<file path="config.mk">
export PLATFORM = sky130hd
export DESIGN_NAME = svdp_mac
export DESIGN_NICKNAME = d
export VERILOG_FILES = /design/src/hw/rtl/svdp_pkg.sv /design/src/hw/rtl/svdp_mac.sv
export SDC_FILE = /design/constraint.sdc
export NUM_CORES = 1
export LEC_CHECK = 0
export BUFFER_PORTS_ARGS = -buffer_cell sky130_fd_sc_hd__buf_2
export CAP_MARGIN = 20
export CORE_AREA = 2 2 159 161
export CTS_BUF_LIST = sky130_fd_sc_hd__clkbuf_8 sky130_fd_sc_hd__clkbuf_16
export CTS_CLUSTER_DIAMETER = 80
export DETAILED_ROUTE_END_ITERATION = 7
export DIE_AREA = 0 0 161 163
export HOLD_SLACK_MARGIN = 0.05
export PLACE_DENSITY = 0.81
export SYNTH_ARGS = -nofsm -noshare
export SYNTH_HDL_FRONTEND = slang
export SYNTH_SLANG_ARGS = --single-unit
export TNS_END_PERCENT = 50
</file>
<file path="constraint.sdc">
create_clock -name clk -period 6.1 [get_ports clk]
set_clock_uncertainty 0.15 [all_clocks]
set_input_delay 0.915 -clock clk [delete_from_list [all_inputs] [get_ports clk]]
set_output_delay 0.915 -clock clk [all_outputs]
set_load 0.1 [all_outputs]
</file>
<file path="src/hw/rtl/svdp_pkg.sv">
// Shared types and constants for the sparse vector dot product block.
package svdp_pkg;

	localparam int POS_W = 16;
	localparam int VAL_W = 16;
	localparam int PROD_W = 2 * VAL_W;
	localparam int ACC_W = 48;
	localparam int MCNT_W = 9;

	localparam logic [1:0] ACT_APPEND_A = 2'd0;
	localparam logic [1:0] ACT_APPEND_B = 2'd1;
	localparam logic [1:0] ACT_COMPUTE = 2'd2;

	typedef struct packed {
		logic [POS_W-1:0] pos;
		logic [VAL_W-1:0] val;
	} pair_t;

	typedef struct packed {
		logic clear;
		logic fire;
	} mac_ctl_t;

endpackage

</file>
<file path="src/hw/rtl/svdp_mac.sv">
// Registered multiplier and 48-bit accumulator with match counter.
module svdp_mac
	import svdp_pkg::*;
(
	input  logic                    clk,
	input  logic                    arst_n,
	input  mac_ctl_t                ctl,
	input  logic [VAL_W-1:0]        va,
	input  logic [VAL_W-1:0]        vb,
	output logic signed [ACC_W-1:0] acc,
	output logic [MCNT_W-1:0]       match_cnt
);

	logic signed [PROD_W-1:0] prod_s1;
	logic                     fire_s1;
	logic signed [ACC_W-1:0]  acc_q;
	logic [MCNT_W-1:0]        match_q;

	always_ff @(posedge clk) begin
		prod_s1 <= $signed(va) * $signed(vb);
	end

	always_ff @(posedge clk or negedge arst_n) begin
		if (!arst_n) begin
			fire_s1 <= 1'b0;
		end else begin
			fire_s1 <= ctl.fire;
		end
	end

	// count wraps at 9 bits, same as masking the full count
	always_ff @(posedge clk) begin
		if (ctl.clear) begin
			acc_q   <= '0;
			match_q <= '0;
		end else if (fire_s1) begin
			acc_q   <= acc_q + ACC_W'(prod_s1);
			match_q <= match_q + MCNT_W'(1);
		end
	end

	assign acc       = acc_q;
	assign match_cnt = match_q;

endmodule
</file>
==> results of run 1 <==
==> how the worst max path moves through the flow <==
stage / from / to / slack [ns]
after global placement: vb[4] / prod_s1[31]$_DFF_P_ / -0.65
after floorplan: va[7] / prod_s1[31]$_DFF_P_ / -0.31
final: va[8] / prod_s1[31]$_DFF_P_ / -0.32
after global routing: va[8] / prod_s1[29]$_DFF_P_ / -0.48
after CTS: vb[5] / prod_s1[31]$_DFF_P_ / -0.33
after detailed placement: vb[5] / prod_s1[31]$_DFF_P_ / -0.81
==> cells in the mapped netlist, drive strengths merged (2+ instances only) <==
cell | n | area share
nand3 | 18 | 0.0060
buf | 3 | 0.00091
a22o | 3 | 0.0017
nand3b | 2 | 0.0010
a21bo | 2 | 0.0013
o31a | 2 | 0.0012
ha | 130 | 0.11
clkbuf | 52 | 0.013
o41ai | 3 | 0.0035
mux2i | 29 | 0.019
a211oi | 8 | 0.0043
dfxtp | 89 | 0.12
a211o | 2 | 0.0012
o31ai | 4 | 0.0020
and2 | 123 | 0.051
o22a | 2 | 0.0012
a31oi | 5 | 0.0021
nor2b | 10 | 0.0042
or3 | 6 | 0.0025
nor3 | 8 | 0.0027
xnor2 | 61 | 0.035
a21o | 36 | 0.018
nor4 | 2 | 0.00083
o211ai | 3 | 0.0015
nor2 | 100 | 0.025
a311oi | 2 | 0.0012
o311ai | 2 | 0.0012
xor2 | 17 | 0.0099
a221oi | 2 | 0.0012
nand2 | 173 | 0.043
o21a | 6 | 0.0030
o21ai | 42 | 0.014
nand4 | 14 | 0.0058
and3 | 9 | 0.0037
inv | 326 | 0.081
or4 | 2 | 0.0012
fa | 263 | 0.35
a21oi | 97 | 0.033
o21bai | 15 | 0.0077
a21boi | 5 | 0.0025
nand2b | 9 | 0.0037
or3b | 2 | 0.0012
==> sequential cells by signal, summed over array words and instances, names as in the netlist <==
| signal | flops |
|---|---|
| acc | 48 |
| match_cnt | 9 |
| fire_s1 | 1 |
| prod_s1 | 32 |
==> area by class of cell <==
class,instances,area (sq um),share of cell area
Clock inverter,4,46.3,0.00263
Clock buffer,10,239,0.0136
Multi-Input combinational cell,1233,12200,0.692
Tap cell,330,413,0.0234
Sequential cell,90,1810,0.103
Inverter,327,1230,0.0697
Timing Repair Buffer,243,1690,0.0957
==> what timing repair did <==
action                     CTS  global route
pin swaps                   37            35
buffers inserted            11             7
setup endpoints to repair   10            14
gates resized for setup     32            39
==> routing by layer <==
layer | share of wire | global-route usage | up-vias
met4 | 0.023 | 0.0852 | 0
met5 | 0 | 0 | -
met3 | 0.055 | 0.0334 | 75
li1 | - | - | 5750
met1 | 0.43 | 0.358 | 6046
met2 | 0.50 | 0.506 | 393
==> per-stage QoR <==
step           cells  hold slack (ns)  setup TNS (ns)
2_1_floorplan   1705            0.401           -1.32
3_3_place_gp    2209            0.333           -5.33
3_5_place_dp    2209            0.345           -7.07
4_1_cts         2234            0.177           -1.32
5_1_grt         2237            0.181           -3.12
6_report        2237            0.183           -1.34
==> cells by family (layout without fill, tap and decap cells) <==
| family | Yosys count | count (layout) | synth area share |
|---|---|---|---|
| XOR/XNOR | 78 | 78 | 0.0453 |
| multiplexers | 30 | 30 | 0.0200 |
| buffers and inverters | 382 | 584 | 0.0953 |
| adder cells (fa/ha/maj) | 393 | 393 | 0.457 |
| flip-flops | 90 | 90 | 0.120 |
| AO/OA/AOI/OAI | 251 | 251 | 0.108 |
| AND/OR/NAND/NOR | 481 | 481 | 0.154 |
==> out/metrics.yaml, run 1 <==
run_status:
  outcome: "complete, but fails checks"
  violations: "setup timing"
timing:
  layout_setup_ws_ns: -0.319
  finalHoldViolations: 0
  rsz0062_at_grt: "true"
  min_period_ns: 6.42
  final_max_slew_viol_count: 0
  tightestPinTransition_ns: 1.09
  timing.final.crit_share: 1.05
  setup_viol: 9
  slew_headroom: 0.274
  fmax_mhz: 156
placed_design:
  port_buffers: 92
  place_area_sq_um: 16900
  post-place-ws_ns: -0.808
  dp_hpwl_microns: 30000
  place_congestion: 0.937
floorplan:
  start_util: 0.611
  coreArea_sq_um: 24700
  die_y_microns: 163
  die_w_microns: 161
  pin_count: 93
  num_rows: 58
  die_area_sq_um: 26200
worst_setup_path:
  crit_required_ns: 6.22
  start_kind: "input port"
  cp_data_arrival_time_ns: 6.54
  critPathTopFamily: "adder cells"
  r2r-end: "acc[44]$_SDFFE_PP0P_"
  critical_path_cell_count: 23
  worstSetupEndpointType: "flop"
  rr_worst_depth: 13
  slowest_delay_ns: 0.54
  criticalPathCategory: "in2reg"
  path_cells: "buf_8 > and2_4 > fa_1 > inv_2 > fa_1 > fa_1 > inv_1 > fa_1 > fa_1 > inv_1 > fa_1 > inv_2 > ha_4 > a21o_1 > a21o_1 > a221o_1 > a32oi_2 > o211ai_1 > a21oi_2 > o21ai_2 > a211o_1 > a21oi_2 > xnor2_1"
  critical_path_peak_fanout: 3
  timing.critical_path.buf_inv: 5
  reg2reg_from: "acc[0]$_SDFFE_PP0P_"
  r2r_slack_ns: 2.40
  path_common_cell: "fa_1"
  cpMaxStageDelayCell: "fa_1"
finish:
  final_cell_area_sq_um: 17600
  area_delta_synth_final_pct: 16.9
  layout_commonest_cell: "inv_1"
  utilization: 0.714
  num_antenna_cells: 0
  layout_common_cells: "inv_1 (321), fa_1 (252), nand2_1 (167)"
  final_nets: 2333
  filler_cell_count: 1863
  drive_gt1_frac: 0.177
detailed_routing:
  drc: 0
  vias_per_cell: 5.48
  ant_nets: 0
  drtPass1Iterations: 5
  num_vias: 12300
  wl_microns: 36000
  drt_iter0_drc: 779
  wl_per_cell_microns: 16.1
yosys:
  ys_seq_area_frac: 0.120
  syn_avg_cell_area_sq_um: 8.84
  synthFlopType: "dfxtp_1"
  ys_types: 69
  synth-edff-count: 0
  synth_area_sq_um: 15100
  syn-num-nets: 2134
  postSynthCellCount: 1705
  ys_seq_elements: 90
  synth.yosys.warnings: 0
  async_flop_share: 0.0111
clock_network:
  clk_pin_slew_ns: 0.07
  cts.sink_count: 90
  cts_buffer_depth: 2
  hold_buffers: 0
  htreeDepth: 3
  cts_tree: "yes"
  clockRootBuffer: "clkbuf_16"
  clkLatencyLatePin_ns: 0.34
  cts_buffers: 9
global_routing:
  grt_pass1_wl_microns: 60200
  grt_pass1_vias: 13000
  track_usage: 0.281
  grt_max_degree: 58
  grt_antenna_before_repair: 0
  overflow: 0
worst_hold_path:
  hold_path.class: "in2async"
run:
  cap_violations: 0
Power of run 1 is left out: the tool's default activity adds up to more than one toggle a clock period on the data nets, which glitch-free logic cannot reach.
==> run 2: changes to the inputs <==
--- a/config.mk
+++ b/config.mk
@@ -14,6 +14,7 @@
 export DIE_AREA = 0 0 161 163
 export HOLD_SLACK_MARGIN = 0.05
 export PLACE_DENSITY = 0.81
+export REMOVE_ABC_BUFFERS = 1
 export SYNTH_ARGS = -nofsm -noshare
 export SYNTH_HDL_FRONTEND = slang
 export SYNTH_SLANG_ARGS = --single-unit
==> run 2 against run 1 <==
  * Non-clock buffer count grew 10
  * Critical path depth grew 1
  * Die area is the same
  * Global-route usage shrank 1.1 points
  * Cell count grew 0.54%
  * Sequential share of layout area is essentially flat
  * Via count shrank 0.72%
  * The run still ends with setup timing left
  * Worst setup slack lost 0.041 ns
  * Critical endpoint unchanged
  * Register-to-register slack gained 0.11 ns
  * Wire length shrank 1.1%
  * Maximum frequency shrank 0.64%
  * Sequential cell count is the same
==> out/metrics.yaml, run 2 (synthesis results as in run 1) <==
run_status:
  outcome: "complete, but fails checks"  # unchanged
  violations: "setup timing"  # unchanged
worst_setup_path:
  cp_data_arrival_time_ns: 6.58  # was 6.54 ns
  critical_path_peak_fanout: 6  # was 3
  criticalPathCategory: "in2reg"  # unchanged
  crit_required_ns: 6.22  # about the same
  critPathTopFamily: "adder cells"  # unchanged
  cpMaxStageDelayCell: "fa_1"  # unchanged
  worstSetupEndpointType: "flop"  # unchanged
  slowest_delay_ns: 0.54  # about the same
  timing.critical_path.buf_inv: 6  # was 5
  path_common_cell: "fa_1"  # unchanged
  start_kind: "input port"  # unchanged
  path_cells: "clkbuf_4 > and2_1 > fa_1 > inv_1 > fa_1 > fa_1 > inv_2 > fa_1 > fa_1 > inv_1 > fa_1 > inv_1 > ha_4 > nand2_1 > nor2_2 > a221o_1 > a32oi_1 > buf_4 > o211ai_1 > a21oi_2 > o21ai_2 > a211o_1 > a21oi_2 > xnor2_1"  # was buf_8 > and2_4 > fa_1 > inv_2 > fa_1 > fa_1 > inv_1 > fa_1 > fa_1 > inv_1 > fa_1 > inv_2 > ha_4 > a21o_1 > a21o_1 > a221o_1 > a32oi_2 > o211ai_1 > a21oi_2 > o21ai_2 > a211o_1 > a21oi_2 > xnor2_1
timing:
  layout_setup_ws_ns: -0.360  # was -0.319 ns
  tightestPinTransition_ns: 0.851  # was 1.09 ns
  finalHoldViolations: 0  # unchanged
  rsz0062_at_grt: "true"  # unchanged
  slew_headroom: 0.429  # was 0.274
  timing.final.crit_share: 1.06  # was 1.05
  finalSetupTns_ns: -1.94  # was -1.34 ns
  fmax_mhz: 155  # was 156 MHz
  final_max_slew_viol_count: 0  # unchanged
  min_period_ns: 6.46  # was 6.42 ns
  setup_viol: 10  # was 9
finish:
  layout_commonest_cell: "inv_1"  # unchanged
  drive_gt1_frac: 0.184  # was 0.177
  final_nets: 2343  # was 2333
  area_delta_synth_final_pct: 17.5  # was 16.9%
  final_cell_area_sq_um: 17700  # was 17600 sq um
  largest_reg_flops: 48  # unchanged
  layout_common_cells: "inv_1 (314), fa_1 (249), nand2_1 (169)"  # was inv_1 (321), fa_1 (252), nand2_1 (167)
  fin_cells: 2249  # was 2237
  utilization: 0.717  # was 0.714
  num_antenna_cells: 0  # unchanged
  filler_cell_count: 1795  # was 1863
floorplan:
  die_w_microns: 161  # unchanged
  pin_count: 93  # unchanged
  die_y_microns: 163  # unchanged
  coreArea_sq_um: 24700  # unchanged
  num_rows: 58  # unchanged
  die_area_sq_um: 26200  # unchanged
  start_util: 0.611  # unchanged
run:
  cap_violations: 0  # unchanged
detailed_routing:
  vias_per_cell: 5.41  # was 5.48
  drc: 0  # unchanged
  wl_per_cell_microns: 15.8  # was 16.1 microns
  drt_iter0_drc: 723  # was 779
  wl_microns: 35600  # was 36000 microns
  drtPass1Iterations: 5  # unchanged
  ant_nets: 0  # unchanged
  num_vias: 12200  # was 12300
clock_network:
  cts_tree: "yes"  # unchanged
  clk_pin_slew_ns: 0.06  # was 0.07 ns
  htreeDepth: 3  # unchanged
  clockRootBuffer: "clkbuf_16"  # unchanged
  cts.sink_count: 90  # unchanged
  cts_buffers: 9  # unchanged
  clkLatencyLatePin_ns: 0.34  # about the same
  cts_buffer_depth: 2  # unchanged
global_routing:
  track_usage: 0.270  # was 0.281
  grt_antenna_before_repair: 0  # unchanged
  grt_max_degree: 58  # unchanged
  overflow: 0  # unchanged
  grt_pass1_vias: 12900  # was 13000
  grt_pass1_wl_microns: 58500  # was 60200 microns
placed_design:
  place_area_sq_um: 16900  # about the same
  dp_hpwl_microns: 29700  # was 30000 microns
  dp.cells: 2227  # was 2209
  port_buffers: 92  # unchanged
  place_congestion: 0.930  # was 0.937
worst_hold_path:
  hold_path.class: "in2async"  # unchanged
[run 2: cell types whose count changed in the layout (fill, tap and decap cells not counted), sizes merged]
| cell | delta |
|---|---|
| buf | +11 |
| clkbuf | -1 |
| clkinv | +3 |
| clkinvlp | -1 |
[run 2: path summary, 6_finish.rpt]
check,from,to,slack [ns],cells past startpoint
max,va[10],prod_s1[31]$_DFF_P_,-0.36,24
min,arst_n,fire_s1$_DFF_PN0_,0.19,1
max reg2reg,acc[0]$_SDFFE_PP0P_,acc[44]$_SDFFE_PP0P_,2.51,13
min reg2reg,acc[28]$_SDFFE_PP0P_,acc[28]$_SDFFE_PP0P_,0.34,2
max in group asynchronous,arst_n,fire_s1$_DFF_PN0_,5.52,1
min in group clk,acc[28]$_SDFFE_PP0P_,acc[28]$_SDFFE_PP0P_,0.34,2
[run 2: area by class of cell]
| class | instances | area [sq um] | share of cell area |
|---|---|---|---|
| clock buffer | 10 | 239 | 0.0135 |
| clock inverter | 6 | 57.6 | 0.00325 |
| inverter | 327 | 1230 | 0.0693 |
| multi-input combinational | 1233 | 12200 | 0.686 |
| sequential | 90 | 1810 | 0.102 |
| tap | 330 | 413 | 0.0233 |
| timing repair buffer | 253 | 1810 | 0.102 |
[run 2: stage by stage]
stage / worst slack, ns / hold WS [ns]
after global placement: -0.771 / 0.323
final: -0.360 / 0.191
after detailed placement: -0.964 / 0.332
after floorplan: -0.488 / 0.402
after CTS: -0.342 / 0.188
after global routing: -0.535 / 0.185
[run 2: metal layers]
metal | vias up | share of wire | track usage
met5 | - | 0 | 0
met4 | 0 | 0.021 | 0.0783
met3 | 63 | 0.047 | 0.0290
met2 | 369 | 0.51 | 0.496
met1 | 5987 | 0.42 | 0.338
li1 | 5757 | - | -
[run 2: what timing repair did]
action                                 in CTS  in global routing
setup buffers                               3                  3
gates resized for setup                    35                 84
setup endpoints to repair                  12                 15
pin swaps                                  30                 44
endpoints found under the hold margin       0                  0
hold buffers                                0                  0
Power of run 2 is left out for the same reason.
